===== config.mk =====
export PLATFORM = sky130hd
export DESIGN_NAME = node_heartbeat_health_monitor
export DESIGN_NICKNAME = d
export VERILOG_FILES = /design/src/rtl/core/nhm_pkg.sv /design/src/rtl/core/nhm_ram.sv /design/src/rtl/core/nhm_div.sv /design/src/rtl/core/node_heartbeat_health_monitor.sv
export SDC_FILE = /design/constraint.sdc
export NUM_CORES = 2
export LEC_CHECK = 0
export BUFFER_PORTS_ARGS = -buffer_cell sky130_fd_sc_hd__buf_2
export CORE_MARGIN = 10
export CORE_UTILIZATION = 60
export CTS_CLUSTER_SIZE = 16
export DETAILED_ROUTE_END_ITERATION = 16
export HOLD_SLACK_MARGIN = 0.06
export PLACE_DENSITY = 0.77
export SLEW_MARGIN = 20
export SYNTH_ARGS = -nofsm -noshare
export SYNTH_HDL_FRONTEND = slang
export SYNTH_HIERARCHICAL = 1
export SYNTH_SLANG_ARGS = --single-unit

===== constraint.sdc =====
create_clock -name clk -period 12.1 [get_ports clk]
set_input_delay 1.21 -clock clk [delete_from_list [all_inputs] [get_ports clk]]
set_output_delay 1.21 -clock clk [all_outputs]
set_load 0.1 [all_outputs]

===== src/rtl/core/nhm_pkg.sv =====
// shared types and codes of the node heartbeat health monitor
package nhm_pkg;

  localparam int ACTION_W = 3;
  localparam int NODE_W   = 4;
  localparam int ROLE_W   = 3;
  localparam int LOAD_W   = 32;
  localparam int TIME_W   = 48;
  localparam int INTV_W   = 40;
  localparam int MISS_W   = 16;
  localparam int THR_W    = 8;
  localparam int KIND_W   = 3;
  localparam int STAT_W   = 2;
  localparam int DEADT_W  = 5;
  localparam int CFGI_W   = 2;

  localparam logic [ACTION_W-1:0] ACT_REG   = 3'd0;
  localparam logic [ACTION_W-1:0] ACT_HB    = 3'd1;
  localparam logic [ACTION_W-1:0] ACT_UNREG = 3'd2;
  localparam logic [ACTION_W-1:0] ACT_TICK  = 3'd3;
  localparam logic [ACTION_W-1:0] ACT_FIND  = 3'd4;

  localparam logic [KIND_W-1:0] KIND_ACK    = 3'd0;
  localparam logic [KIND_W-1:0] KIND_ERR    = 3'd1;
  localparam logic [KIND_W-1:0] KIND_DIED   = 3'd2;
  localparam logic [KIND_W-1:0] KIND_TDONE  = 3'd3;
  localparam logic [KIND_W-1:0] KIND_CAND   = 3'd4;
  localparam logic [KIND_W-1:0] KIND_NOCAND = 3'd5;

  localparam logic [STAT_W-1:0] ST_HEALTHY = 2'd0;
  localparam logic [STAT_W-1:0] ST_SUSPECT = 2'd1;
  localparam logic [STAT_W-1:0] ST_DEAD    = 2'd2;

  localparam logic [CFGI_W-1:0] CFG_INTERVAL = 2'd0;
  localparam logic [CFGI_W-1:0] CFG_SUSPECT  = 2'd1;
  localparam logic [CFGI_W-1:0] CFG_DEAD     = 2'd2;

  localparam logic [MISS_W-1:0] MISS_SAT = 16'hFFFF;

  typedef struct packed {
    logic [ROLE_W-1:0] role;
    logic [STAT_W-1:0] status;
    logic [TIME_W-1:0] last_seen;
    logic [LOAD_W-1:0] load;
    logic [MISS_W-1:0] missed;
  } slot_word_t;

endpackage


===== src/rtl/core/nhm_ram.sv =====
// generic single write port ram with registered read
module nhm_ram #(
  parameter int WIDTH = 8,
  parameter int DEPTH = 16
) (
  input  logic                                   clk,
  input  logic                                   we,
  input  logic [(DEPTH > 1 ? $clog2(DEPTH) : 1)-1:0] waddr,
  input  logic [WIDTH-1:0]                       wdata,
  input  logic [(DEPTH > 1 ? $clog2(DEPTH) : 1)-1:0] raddr,
  output logic [WIDTH-1:0]                       rdata
);
  logic [WIDTH-1:0] mem [DEPTH];

  always_ff @(posedge clk) begin
    if (we) begin
      mem[waddr] <= wdata;
    end
    rdata <= mem[raddr];
  end
endmodule


===== src/rtl/core/nhm_div.sv =====
// restoring divider for missed windows, quotient saturates at 16 bits
module nhm_div (
  input  logic                        clk,
  input  logic                        rst_n,
  input  logic                        start,
  input  logic [nhm_pkg::TIME_W-1:0]  dividend,
  input  logic [nhm_pkg::INTV_W-1:0]  divisor,
  output logic                        done,
  output logic [nhm_pkg::MISS_W-1:0]  quotient
);
  import nhm_pkg::*;

  localparam int SH_W = INTV_W + MISS_W;

  logic              busy_r, busy_nxt;
  logic              done_r, done_nxt;
  logic [3:0]        cnt_r, cnt_nxt;
  logic [TIME_W-1:0] rem_r, rem_nxt;
  logic [SH_W-1:0]   dsh_r, dsh_nxt;
  logic [MISS_W-1:0] q_r, q_nxt;
  logic              sat, fits;

  assign sat  = {{(SH_W-TIME_W){1'b0}}, dividend} >= {divisor, {MISS_W{1'b0}}};
  assign fits = {{(SH_W-TIME_W){1'b0}}, rem_r} >= dsh_r;

  always_comb begin
    busy_nxt = busy_r;
    done_nxt = 1'b0;
    cnt_nxt  = cnt_r;
    rem_nxt  = rem_r;
    dsh_nxt  = dsh_r;
    q_nxt    = q_r;
    if (start) begin
      if (sat) begin
        q_nxt    = MISS_SAT;
        done_nxt = 1'b1;
        busy_nxt = 1'b0;
      end else begin
        rem_nxt  = dividend;
        dsh_nxt  = {1'b0, divisor, {(MISS_W-1){1'b0}}};
        cnt_nxt  = 4'd15;
        q_nxt    = '0;
        busy_nxt = 1'b1;
      end
    end else if (busy_r) begin
      if (fits) begin
        rem_nxt = rem_r - dsh_r[TIME_W-1:0];
      end
      q_nxt   = {q_r[MISS_W-2:0], fits};
      dsh_nxt = dsh_r >> 1;
      if (cnt_r == 4'd0) begin
        busy_nxt = 1'b0;
        done_nxt = 1'b1;
      end else begin
        cnt_nxt = cnt_r - 4'd1;
      end
    end
  end

  always_ff @(posedge clk) begin
    if (!rst_n) begin
      busy_r <= 1'b0;
      done_r <= 1'b0;
    end else begin
      busy_r <= busy_nxt;
      done_r <= done_nxt;
    end
  end

  always_ff @(posedge clk) begin
    cnt_r <= cnt_nxt;
    rem_r <= rem_nxt;
    dsh_r <= dsh_nxt;
    q_r   <= q_nxt;
  end

  assign done     = done_r;
  assign quotient = q_r;
endmodule


===== src/rtl/core/node_heartbeat_health_monitor.sv =====
// top level of the node heartbeat health monitor: sequencer around the slot table
//
// input channel (in_*): one command per transfer, taken when in_valid is high
// and in_stall is low; in_stall is high whenever a command is still being
// worked on. result channel (out_*): results leave through an output register,
// out_last marks the final result of a command; a result is held while
// out_stall is high, and the sequencer waits for the register to free up.
// configuration (cfg_*): cfg_ready is always high, writes are meant for idle.
// register, heartbeat and unregister read their slot, then act on it and
// emit their result. a tick (unless the interval is zero) walks all slots,
// running the shared bit-serial divider for each live slot, then makes a
// report pass over the slots. find makes one scan over all slots per
// candidate plus one. the slot table sits in one ram with one read and one
// write port. reset clears presence, dead count and registers to their
// defaults; no clearing pass is needed.
module node_heartbeat_health_monitor #(
  parameter int NODES = 16
) (
  input  logic                         clk,
  input  logic                         rst_n,
  input  logic                         in_valid,
  output logic                         in_stall,
  input  logic [nhm_pkg::ACTION_W-1:0] in_action,
  input  logic [nhm_pkg::NODE_W-1:0]   in_node,
  input  logic [nhm_pkg::ROLE_W-1:0]   in_role,
  input  logic [nhm_pkg::LOAD_W-1:0]   in_load,
  input  logic [nhm_pkg::TIME_W-1:0]   in_now,
  output logic                         out_valid,
  input  logic                         out_stall,
  output logic [nhm_pkg::KIND_W-1:0]   out_kind,
  output logic [nhm_pkg::NODE_W-1:0]   out_node_out,
  output logic [nhm_pkg::ROLE_W-1:0]   out_role_out,
  output logic [nhm_pkg::STAT_W-1:0]   out_status,
  output logic [nhm_pkg::LOAD_W-1:0]   out_load_out,
  output logic [nhm_pkg::DEADT_W-1:0]  out_dead_total,
  output logic                         out_last,
  input  logic                         cfg_valid,
  output logic                         cfg_ready,
  input  logic [nhm_pkg::CFGI_W-1:0]   cfg_index,
  input  logic [nhm_pkg::INTV_W-1:0]   cfg_data
);
  import nhm_pkg::*;

  localparam int IW = (NODES > 1) ? $clog2(NODES) : 1;
  localparam int DW = $clog2(NODES + 1);
  localparam logic [IW-1:0] LAST_IDX = IW'(NODES - 1);
  localparam int WW = $bits(slot_word_t);

  // sequencer states
  localparam logic [3:0] S_IDLE   = 4'd0;
  localparam logic [3:0] S_N_WAIT = 4'd1;
  localparam logic [3:0] S_N_EXEC = 4'd2;
  localparam logic [3:0] S_T_WAIT = 4'd3;
  localparam logic [3:0] S_T_CHK  = 4'd4;
  localparam logic [3:0] S_T_DIV  = 4'd5;
  localparam logic [3:0] S_D_WAIT = 4'd6;
  localparam logic [3:0] S_D_CHK  = 4'd7;
  localparam logic [3:0] S_T_DONE = 4'd8;
  localparam logic [3:0] S_F_WAIT = 4'd9;
  localparam logic [3:0] S_F_CHK  = 4'd10;
  localparam logic [3:0] S_F_END  = 4'd11;
  localparam logic [3:0] S_EMIT   = 4'd12;

  // control state
  logic [3:0]       state_r, state_nxt;
  logic [3:0]       ret_r, ret_nxt;
  logic [IW-1:0]    idx_r, idx_nxt;
  logic [NODES-1:0] present_r, present_nxt;
  logic [NODES-1:0] died_r, died_nxt;
  logic [DW-1:0]    dead_cnt_r, dead_cnt_nxt;
  logic             prev_v_r, prev_v_nxt;
  logic             best_v_r, best_v_nxt;
  logic             out_valid_r, out_valid_nxt;
  logic [INTV_W-1:0] interval_r;
  logic [THR_W-1:0]  suspect_r;
  logic [THR_W-1:0]  deadthr_r;

  // latched command
  logic [ACTION_W-1:0] act_r;
  logic [ROLE_W-1:0]   role_r;
  logic [LOAD_W-1:0]   load_r;
  logic [TIME_W-1:0]   now_r;

  // find pass tracking
  logic [LOAD_W-1:0] prev_load_r, prev_load_nxt;
  logic [IW-1:0]     prev_id_r, prev_id_nxt;
  logic [STAT_W-1:0] prev_st_r, prev_st_nxt;
  logic [LOAD_W-1:0] best_load_r, best_load_nxt;
  logic [IW-1:0]     best_id_r, best_id_nxt;
  logic [STAT_W-1:0] best_st_r, best_st_nxt;

  // pending result
  logic [KIND_W-1:0] res_kind_r, res_kind_nxt;
  logic [NODE_W-1:0] res_node_r, res_node_nxt;
  logic [ROLE_W-1:0] res_role_r, res_role_nxt;
  logic [STAT_W-1:0] res_st_r, res_st_nxt;
  logic [LOAD_W-1:0] res_load_r, res_load_nxt;
  logic              res_last_r, res_last_nxt;

  // output register
  logic [KIND_W-1:0]  o_kind_r;
  logic [NODE_W-1:0]  o_node_r;
  logic [ROLE_W-1:0]  o_role_r;
  logic [STAT_W-1:0]  o_st_r;
  logic [LOAD_W-1:0]  o_load_r;
  logic [DEADT_W-1:0] o_dead_r;
  logic               o_last_r;
  logic               out_load_en;

  // slot table and divider
  logic          ram_we;
  slot_word_t    ram_wdata;
  logic [WW-1:0] ram_rdata;
  slot_word_t    rd_word;
  logic          div_start;
  logic          div_done;
  logic [MISS_W-1:0] div_q;

  logic in_acc;
  logic cfg_acc;
  logic pres;
  logic was_dead;
  logic elig;
  logic at_last;

  assign in_stall  = (state_r != S_IDLE);
  assign in_acc    = in_valid && !in_stall;
  assign cfg_ready = 1'b1;
  assign cfg_acc   = cfg_valid && cfg_ready;
  assign rd_word   = slot_word_t'(ram_rdata);
  assign pres      = present_r[idx_r];
  assign was_dead  = pres && (rd_word.status == ST_DEAD);
  assign at_last   = (idx_r == LAST_IDX);

  // candidate order is (load, id) strictly after the previous pick
  assign elig = pres && (rd_word.status != ST_DEAD) && (rd_word.role == role_r) &&
                (!prev_v_r || (rd_word.load > prev_load_r) ||
                 ((rd_word.load == prev_load_r) && (idx_r > prev_id_r)));

  nhm_ram #(
    .WIDTH (WW),
    .DEPTH (NODES)
  ) u_slots (
    .clk   (clk),
    .we    (ram_we),
    .waddr (idx_r),
    .wdata (ram_wdata),
    .raddr (idx_r),
    .rdata (ram_rdata)
  );

  nhm_div u_div (
    .clk      (clk),
    .rst_n    (rst_n),
    .start    (div_start),
    .dividend (now_r - rd_word.last_seen),
    .divisor  (interval_r),
    .done     (div_done),
    .quotient (div_q)
  );

  always_comb begin
    state_nxt     = state_r;
    ret_nxt       = ret_r;
    idx_nxt       = idx_r;
    present_nxt   = present_r;
    died_nxt      = died_r;
    dead_cnt_nxt  = dead_cnt_r;
    prev_v_nxt    = prev_v_r;
    best_v_nxt    = best_v_r;
    prev_load_nxt = prev_load_r;
    prev_id_nxt   = prev_id_r;
    prev_st_nxt   = prev_st_r;
    best_load_nxt = best_load_r;
    best_id_nxt   = best_id_r;
    best_st_nxt   = best_st_r;
    res_kind_nxt  = res_kind_r;
    res_node_nxt  = res_node_r;
    res_role_nxt  = res_role_r;
    res_st_nxt    = res_st_r;
    res_load_nxt  = res_load_r;
    res_last_nxt  = res_last_r;
    ram_we        = 1'b0;
    ram_wdata     = rd_word;
    div_start     = 1'b0;
    out_load_en   = 1'b0;
    out_valid_nxt = out_valid_r && out_stall;

    case (state_r)
      S_IDLE: begin
        if (in_valid) begin
          idx_nxt      = IW'(in_node);
          res_load_nxt = '0;
          res_last_nxt = 1'b1;
          ret_nxt      = S_IDLE;
          if ((in_action == ACT_REG || in_action == ACT_HB || in_action == ACT_UNREG) &&
              (32'(in_node) >= NODES)) begin
            // slot outside the table
            res_kind_nxt = KIND_ERR;
            res_node_nxt = in_node;
            res_role_nxt = '0;
            res_st_nxt   = ST_DEAD;
            state_nxt    = S_EMIT;
          end else begin
            case (in_action)
              ACT_REG, ACT_HB, ACT_UNREG: begin
                state_nxt = S_N_WAIT;
              end
              ACT_TICK: begin
                idx_nxt  = '0;
                died_nxt = '0;
                if (interval_r == '0) begin
                  state_nxt = S_T_DONE;
                end else begin
                  state_nxt = S_T_WAIT;
                end
              end
              ACT_FIND: begin
                idx_nxt    = '0;
                prev_v_nxt = 1'b0;
                best_v_nxt = 1'b0;
                state_nxt  = S_F_WAIT;
              end
              default: begin
                res_kind_nxt = KIND_ERR;
                res_node_nxt = in_node;
                res_role_nxt = '0;
                res_st_nxt   = ST_DEAD;
                state_nxt    = S_EMIT;
              end
            endcase
          end
        end
      end

      S_N_WAIT: begin
        state_nxt = S_N_EXEC;
      end

      S_N_EXEC: begin
        res_node_nxt = 4'(idx_r);
        state_nxt    = S_EMIT;
        case (act_r)
          ACT_REG: begin
            ram_we           = 1'b1;
            ram_wdata.role   = role_r;
            ram_wdata.status = ST_HEALTHY;
            ram_wdata.last_seen = now_r;
            ram_wdata.load   = load_r;
            ram_wdata.missed = '0;
            present_nxt[idx_r] = 1'b1;
            if (was_dead) begin
              dead_cnt_nxt = dead_cnt_r - DW'(1);
            end
            res_kind_nxt = KIND_ACK;
            res_role_nxt = role_r;
            res_st_nxt   = ST_HEALTHY;
          end
          ACT_HB: begin
            if (!pres) begin
              res_kind_nxt = KIND_ERR;
              res_role_nxt = '0;
              res_st_nxt   = ST_DEAD;
            end else if (was_dead) begin
              res_kind_nxt = KIND_ERR;
              res_role_nxt = rd_word.role;
              res_st_nxt   = ST_DEAD;
            end else begin
              ram_we           = 1'b1;
              ram_wdata.status = ST_HEALTHY;
              ram_wdata.last_seen = now_r;
              ram_wdata.load   = load_r;
              ram_wdata.missed = '0;
              res_kind_nxt = KIND_ACK;
              res_role_nxt = rd_word.role;
              res_st_nxt   = ST_HEALTHY;
            end
          end
          default: begin
            // unregister
            present_nxt[idx_r] = 1'b0;
            if (was_dead) begin
              dead_cnt_nxt = dead_cnt_r - DW'(1);
            end
            res_kind_nxt = KIND_ACK;
            res_role_nxt = '0;
            res_st_nxt   = ST_DEAD;
          end
        endcase
      end

      S_T_WAIT: begin
        state_nxt = S_T_CHK;
      end

      S_T_CHK: begin
        if (pres && rd_word.status != ST_DEAD && now_r >= rd_word.last_seen) begin
          div_start = 1'b1;
          state_nxt = S_T_DIV;
        end else if (at_last) begin
          idx_nxt   = '0;
          state_nxt = S_D_WAIT;
        end else begin
          idx_nxt   = idx_r + IW'(1);
          state_nxt = S_T_WAIT;
        end
      end

      S_T_DIV: begin
        if (div_done) begin
          if (div_q != rd_word.missed) begin
            ram_we           = 1'b1;
            ram_wdata.missed = div_q;
            if (div_q >= MISS_W'(deadthr_r)) begin
              ram_wdata.status = ST_DEAD;
              died_nxt[idx_r]  = 1'b1;
              dead_cnt_nxt     = dead_cnt_r + DW'(1);
            end else if (div_q >= MISS_W'(suspect_r)) begin
              ram_wdata.status = ST_SUSPECT;
            end
          end
          if (at_last) begin
            idx_nxt   = '0;
            state_nxt = S_D_WAIT;
          end else begin
            idx_nxt   = idx_r + IW'(1);
            state_nxt = S_T_WAIT;
          end
        end
      end

      // report pass over the slots that died in this tick
      S_D_WAIT: begin
        state_nxt = S_D_CHK;
      end

      S_D_CHK: begin
        if (at_last) begin
          ret_nxt = S_T_DONE;
        end else begin
          idx_nxt = idx_r + IW'(1);
          ret_nxt = S_D_WAIT;
        end
        if (died_r[idx_r]) begin
          res_kind_nxt = KIND_DIED;
          res_node_nxt = 4'(idx_r);
          res_role_nxt = rd_word.role;
          res_st_nxt   = ST_DEAD;
          res_load_nxt = '0;
          res_last_nxt = 1'b0;
          state_nxt    = S_EMIT;
        end else if (at_last) begin
          state_nxt = S_T_DONE;
        end else begin
          state_nxt = S_D_WAIT;
        end
      end

      S_T_DONE: begin
        res_kind_nxt = KIND_TDONE;
        res_node_nxt = '0;
        res_role_nxt = '0;
        res_st_nxt   = ST_HEALTHY;
        res_load_nxt = '0;
        res_last_nxt = 1'b1;
        ret_nxt      = S_IDLE;
        state_nxt    = S_EMIT;
      end

      S_F_WAIT: begin
        state_nxt = S_F_CHK;
      end

      S_F_CHK: begin
        if (elig && (!best_v_r || rd_word.load < best_load_r)) begin
          best_v_nxt    = 1'b1;
          best_load_nxt = rd_word.load;
          best_id_nxt   = idx_r;
          best_st_nxt   = rd_word.status;
        end
        if (at_last) begin
          state_nxt = S_F_END;
        end else begin
          idx_nxt   = idx_r + IW'(1);
          state_nxt = S_F_WAIT;
        end
      end

      // one candidate is held back so that the final one can carry last
      S_F_END: begin
        idx_nxt      = '0;
        best_v_nxt   = 1'b0;
        res_kind_nxt = KIND_CAND;
        res_node_nxt = 4'(prev_id_r);
        res_role_nxt = role_r;
        res_st_nxt   = prev_st_r;
        res_load_nxt = prev_load_r;
        if (best_v_r) begin
          prev_v_nxt    = 1'b1;
          prev_load_nxt = best_load_r;
          prev_id_nxt   = best_id_r;
          prev_st_nxt   = best_st_r;
          res_last_nxt  = 1'b0;
          ret_nxt       = S_F_WAIT;
          state_nxt     = prev_v_r ? S_EMIT : S_F_WAIT;
        end else begin
          res_last_nxt = 1'b1;
          ret_nxt      = S_IDLE;
          state_nxt    = S_EMIT;
          if (!prev_v_r) begin
            res_kind_nxt = KIND_NOCAND;
            res_node_nxt = '0;
            res_role_nxt = '0;
            res_st_nxt   = ST_DEAD;
            res_load_nxt = '0;
          end
        end
      end

      S_EMIT: begin
        if (!out_valid_r || !out_stall) begin
          out_load_en   = 1'b1;
          out_valid_nxt = 1'b1;
          state_nxt     = ret_r;
        end
      end

      default: begin
        state_nxt = S_IDLE;
      end
    endcase
  end

  always_ff @(posedge clk) begin
    if (!rst_n) begin
      state_r     <= S_IDLE;
      ret_r       <= S_IDLE;
      present_r   <= '0;
      died_r      <= '0;
      dead_cnt_r  <= '0;
      prev_v_r    <= 1'b0;
      best_v_r    <= 1'b0;
      out_valid_r <= 1'b0;
      interval_r  <= INTV_W'(1000);
      suspect_r   <= THR_W'(3);
      deadthr_r   <= THR_W'(5);
    end else begin
      state_r     <= state_nxt;
      ret_r       <= ret_nxt;
      present_r   <= present_nxt;
      died_r      <= died_nxt;
      dead_cnt_r  <= dead_cnt_nxt;
      prev_v_r    <= prev_v_nxt;
      best_v_r    <= best_v_nxt;
      out_valid_r <= out_valid_nxt;
      if (cfg_acc) begin
        case (cfg_index)
          CFG_INTERVAL: interval_r <= cfg_data;
          CFG_SUSPECT:  suspect_r  <= cfg_data[THR_W-1:0];
          CFG_DEAD:     deadthr_r  <= cfg_data[THR_W-1:0];
          default: begin
          end
        endcase
      end
    end
  end

  always_ff @(posedge clk) begin
    idx_r       <= idx_nxt;
    prev_load_r <= prev_load_nxt;
    prev_id_r   <= prev_id_nxt;
    prev_st_r   <= prev_st_nxt;
    best_load_r <= best_load_nxt;
    best_id_r   <= best_id_nxt;
    best_st_r   <= best_st_nxt;
    res_kind_r  <= res_kind_nxt;
    res_node_r  <= res_node_nxt;
    res_role_r  <= res_role_nxt;
    res_st_r    <= res_st_nxt;
    res_load_r  <= res_load_nxt;
    res_last_r  <= res_last_nxt;
    if (in_acc) begin
      act_r  <= in_action;
      role_r <= in_role;
      load_r <= in_load;
      now_r  <= in_now;
    end
    if (out_load_en) begin
      o_kind_r <= res_kind_r;
      o_node_r <= res_node_r;
      o_role_r <= res_role_r;
      o_st_r   <= res_st_r;
      o_load_r <= res_load_r;
      o_dead_r <= DEADT_W'(dead_cnt_r);
      o_last_r <= res_last_r;
    end
  end

  assign out_valid      = out_valid_r;
  assign out_kind       = o_kind_r;
  assign out_node_out   = o_node_r;
  assign out_role_out   = o_role_r;
  assign out_status     = o_st_r;
  assign out_load_out   = o_load_r;
  assign out_dead_total = o_dead_r;
  assign out_last       = o_last_r;
endmodule

==> reports/results.tsv <==
metric	value	unit
HP Class	reg2reg	
DR pass1 iterations	7	
RR Endpoint	u_slots/mem[13][33]	
worst slack, placed	5310	ps
Num Clock Sinks	2206	
CP endpoint kind	flip-flop	
Reg clk slew, reported paths	60	ps
via/cell ratio	6.51	
Sw Ratio	32.6	%
worst skew pair latency	900	ps
setup bufs post-CTS	0	
Die Area	0.167	mm^2
static leakage	0.0347	uW
Core ar.	0.150	mm^2
Finished Core Util	67.4	%
placed cells	7553	
IO buf count	188	
FF-to-FF Start	idx_r[0]	
RePlAce Congestion	0.926	
final hold viol count	0	
Net Switching	7760	uW
Die H	409	um
maxcap violations	0	
hpwl dp	128000	um
Seq cells post-synth	2206	
critical path class	reg2reg	
CTS tree	yes	
slowest stage delay, CP	950	ps
Most common cell on crit path	buf_4	
Flop pwr share	41.9	%
Die W	409	um
synth top area cells	edfxtp_1 66%, mux4_2 10%, dfxtp_1 4.5%	
min cycle time layout	6770	ps
PD cells	236	mW/mm^2
share of layout cells above drive strength 1	18.8	%
RSZ-0062 raised after global routing	no	
clk root buf	clkbuf_16	
Worst EP required	12540	ps
largest net degree at the start of global routing	111	
total grt overflow	0	
Initial Util	60.4	%
logic gate share of total power	30.1	%
Max Transition Viols Final	0	
Bufs on Longest Clock Path	3	
top-area cell type share of the netlist area	66.2	%
hold buffers post-CTS	0	
Post-synth EDFFs	2000	
status	complete, no violations	
Final Routed Wirelength	226000	um
Routed Antenna Nets	0	
register area share after synthesis	70.7	%
internal power	16100	uW
FF/Latch Area	0.0642	mm^2
Setup-failing EPs final	0	
slowest library cell on the worst path	nor2_4	
Netlist Area Pre-Place	0.0907	mm^2
area leader, netlist	edfxtp_1	
Layout Nets	6106	
R2R setup slack	5330	ps
DR WL/cell	28.4	um
first-pass GRT wire length	335000	um
Layout area overhead	11.5	%
fin area	0.101	mm^2
number of global-route vias before repair	51600	
worst slew pin tran	1170	ps
FP Rows	142	
Via Count	51800	
crit path launch	idx_r[0]	
count of different cell masters after synthesis	86	
final critical-path share of the clock period	56.0	%
setup TNS	0	ps
# fillers	9440	
CTS resizes	0	
Cell Chain, Critical Path	buf_4 -> buf_4 -> mux4_2 -> mux4_2 -> and3_4 -> a21o_1 -> nand2_2 -> buf_4 -> nand2b_1 -> nand3_1 -> nor2_4 -> buf_4 -> buf_4	
Critical Path End	u_slots/mem[13][33]	
skew final	82.1	ps
initial antenna violation count	18	
Synth Instances	5515	
# DRC	0	
worst endpoint data arrival time	7210	ps
Peak VDD IR	0.213	mV
fmax	148	MHz
average size of a mapped cell	16.5	um^2
FFs w/ async S/R, synth	0	%
Num CTS Buffers	208	
number of synthesis warnings	6	
DRT iter0 DRCs	6738	
setup ws final	5330	ps
R2R cell count	13	
startpoint types	flip-flop	
non-filler cells in the finished layout	7956	
slew margin rel.	22.3	%
clock share of power	28.0	%
H-tree levels	4	
Syn Nets	5874	
GRT Total Usage	26.7	%
placed inst area	0.0939	mm^2
I/O Pins	190	
Main synth FF type	edfxtp_1	
Crit Path Max Fanout	51	
multi-input logic area	0.0244	mm^2
## cells in the mapped netlist (16+ instances only)
| cell | n |
|---|---|
| xnor2_1 | 70 |
| o21bai_1 | 18 |
| nand2b_1 | 22 |
| mux4_2 | 414 |
| nor2_1 | 182 |
| nand3_1 | 62 |
| o21ai_1 | 48 |
| dfxtp_1 | 206 |
| inv_1 | 277 |
| buf_6 | 32 |
| a21oi_1 | 193 |
| buf_1 | 18 |
| nor3_1 | 34 |
| clkbuf_1 | 155 |
| a22oi_1 | 208 |
| ha_1 | 219 |
| nor4_1 | 29 |
| nand4_1 | 50 |
| buf_2 | 41 |
| o21a_1 | 16 |
| a21o_1 | 106 |
| nand2_1 | 565 |
| o21ai_0 | 211 |
| xor2_1 | 37 |
| and2_1 | 16 |
| buf_4 | 17 |
| a31oi_1 | 16 |
| nor2b_1 | 19 |
| a211oi_1 | 16 |
| edfxtp_1 | 2000 |
## placed cells by master (no fill, tap or decap), types with 17 or more instances in the layout
| master | count |
|---|---|
| nand2b_1 | 20 |
| o21bai_1 | 18 |
| nand2_1 | 564 |
| nor2b_1 | 17 |
| clkinv_1 | 30 |
| bufinv_16 | 19 |
| nor4_1 | 29 |
| buf_4 | 91 |
| edfxtp_1 | 2000 |
| nor3_1 | 30 |
| xnor2_1 | 70 |
| clkbuf_1 | 47 |
| clkinv_2 | 39 |
| o21ai_0 | 208 |
| nand4_1 | 50 |
| a21o_1 | 106 |
| xor2_1 | 37 |
| ha_1 | 219 |
| clkbuf_8 | 20 |
| o21ai_1 | 30 |
| o21ai_2 | 21 |
| nor2_1 | 168 |
| nand3_1 | 62 |
| buf_2 | 188 |
| mux4_2 | 414 |
| inv_1 | 274 |
| dfxtp_1 | 206 |
| a22oi_1 | 208 |
| a21oi_1 | 191 |
| clkbuf_16 | 210 |
## worst min path at each step
stage	endpoint	startpoint	depth (start not counted)	slack, ps
after floorplan	out_kind[0]	res_kind_r[0]	0	400
after global placement	prev_id_r[0]	best_id_r[0]	0	400
after detailed placement	out_load_out[0]	res_load_r[0]	0	400
after CTS	out_load_out[29]	res_load_r[29]	0	410
after global routing	out_node_out[0]	res_node_r[0]	0	420
final	prev_id_r[0]	best_id_r[0]	0	420
## power by group through the flow
stage          registers [uW]  clock network [uW]  logic (uW)
2_1_floorplan           10100                   0        4930
3_3_place_gp            10100                   0        6800
3_5_place_dp            10100                   0        6970
4_1_cts                  9980                6760        7070
5_1_grt                 10000                7050        7750
6_report                 9980                6680        7160
## metrics by stage
step	hold slack [ps]	total power, uW
3_5_place_dp	405	17100
3_3_place_gp	400	16900
6_report	415	23800
2_1_floorplan	400	15000
5_1_grt	424	24800
4_1_cts	415	23800
## registers in the layout (all words and copies together) (netlist names), 8 cells and up, named ones only
register        cells
u_slots/rdata     101
prev_load_r        32
u_div/rem_r        48
out_load_out       32
best_load_r        32
interval_r         40
now_r              48
died_r             16
load_r             32
res_load_r         32
u_div/quotient     16
u_div/dsh_r        55
u_slots/mem      1616
deadthr_r           8
suspect_r           8
## routing by layer
layer | GRT usage, % | wire, um
met3 | 6.57 | 25000
met4 | 8.25 | 7130
met2 | 42.4 | 108000
met1 | 36.7 | 85700
met5 | 0 | 127
## critical path: cells and delay by family, from the launching register on
family / cells / cell delay [ps]
compound gates: 1 / 160
buf+inv: 5 / 3270
mux: 2 / 680
flops: 1 / 320
simple gates: 5 / 1820
## cells by family after synthesis
family	after synthesis	share of synthesized area [%]
XOR/XNOR	107	1.03
buffers and inverters	542	2.63
AND/OR/NAND/NOR	1045	5.10
adder cells (fa/ha/maj)	222	3.09
AO/OA/AOI/OAI	953	6.84
other	1	0.00413
flip-flops	2206	70.7
multiplexers	439	10.6
## cell type report
class / instances / share of cell area, %
repair buffers: 285 / 1.72
clock inverters: 118 / 1.44
well taps: 2016 / 2.49
inverters: 279 / 1.04
diodes: 7 / 0.0173
flip-flops and latches: 2206 / 63.5
multi-input cells: 2767 / 24.2
clock buffers: 278 / 5.65
Power figures use the tool's default switching activity.
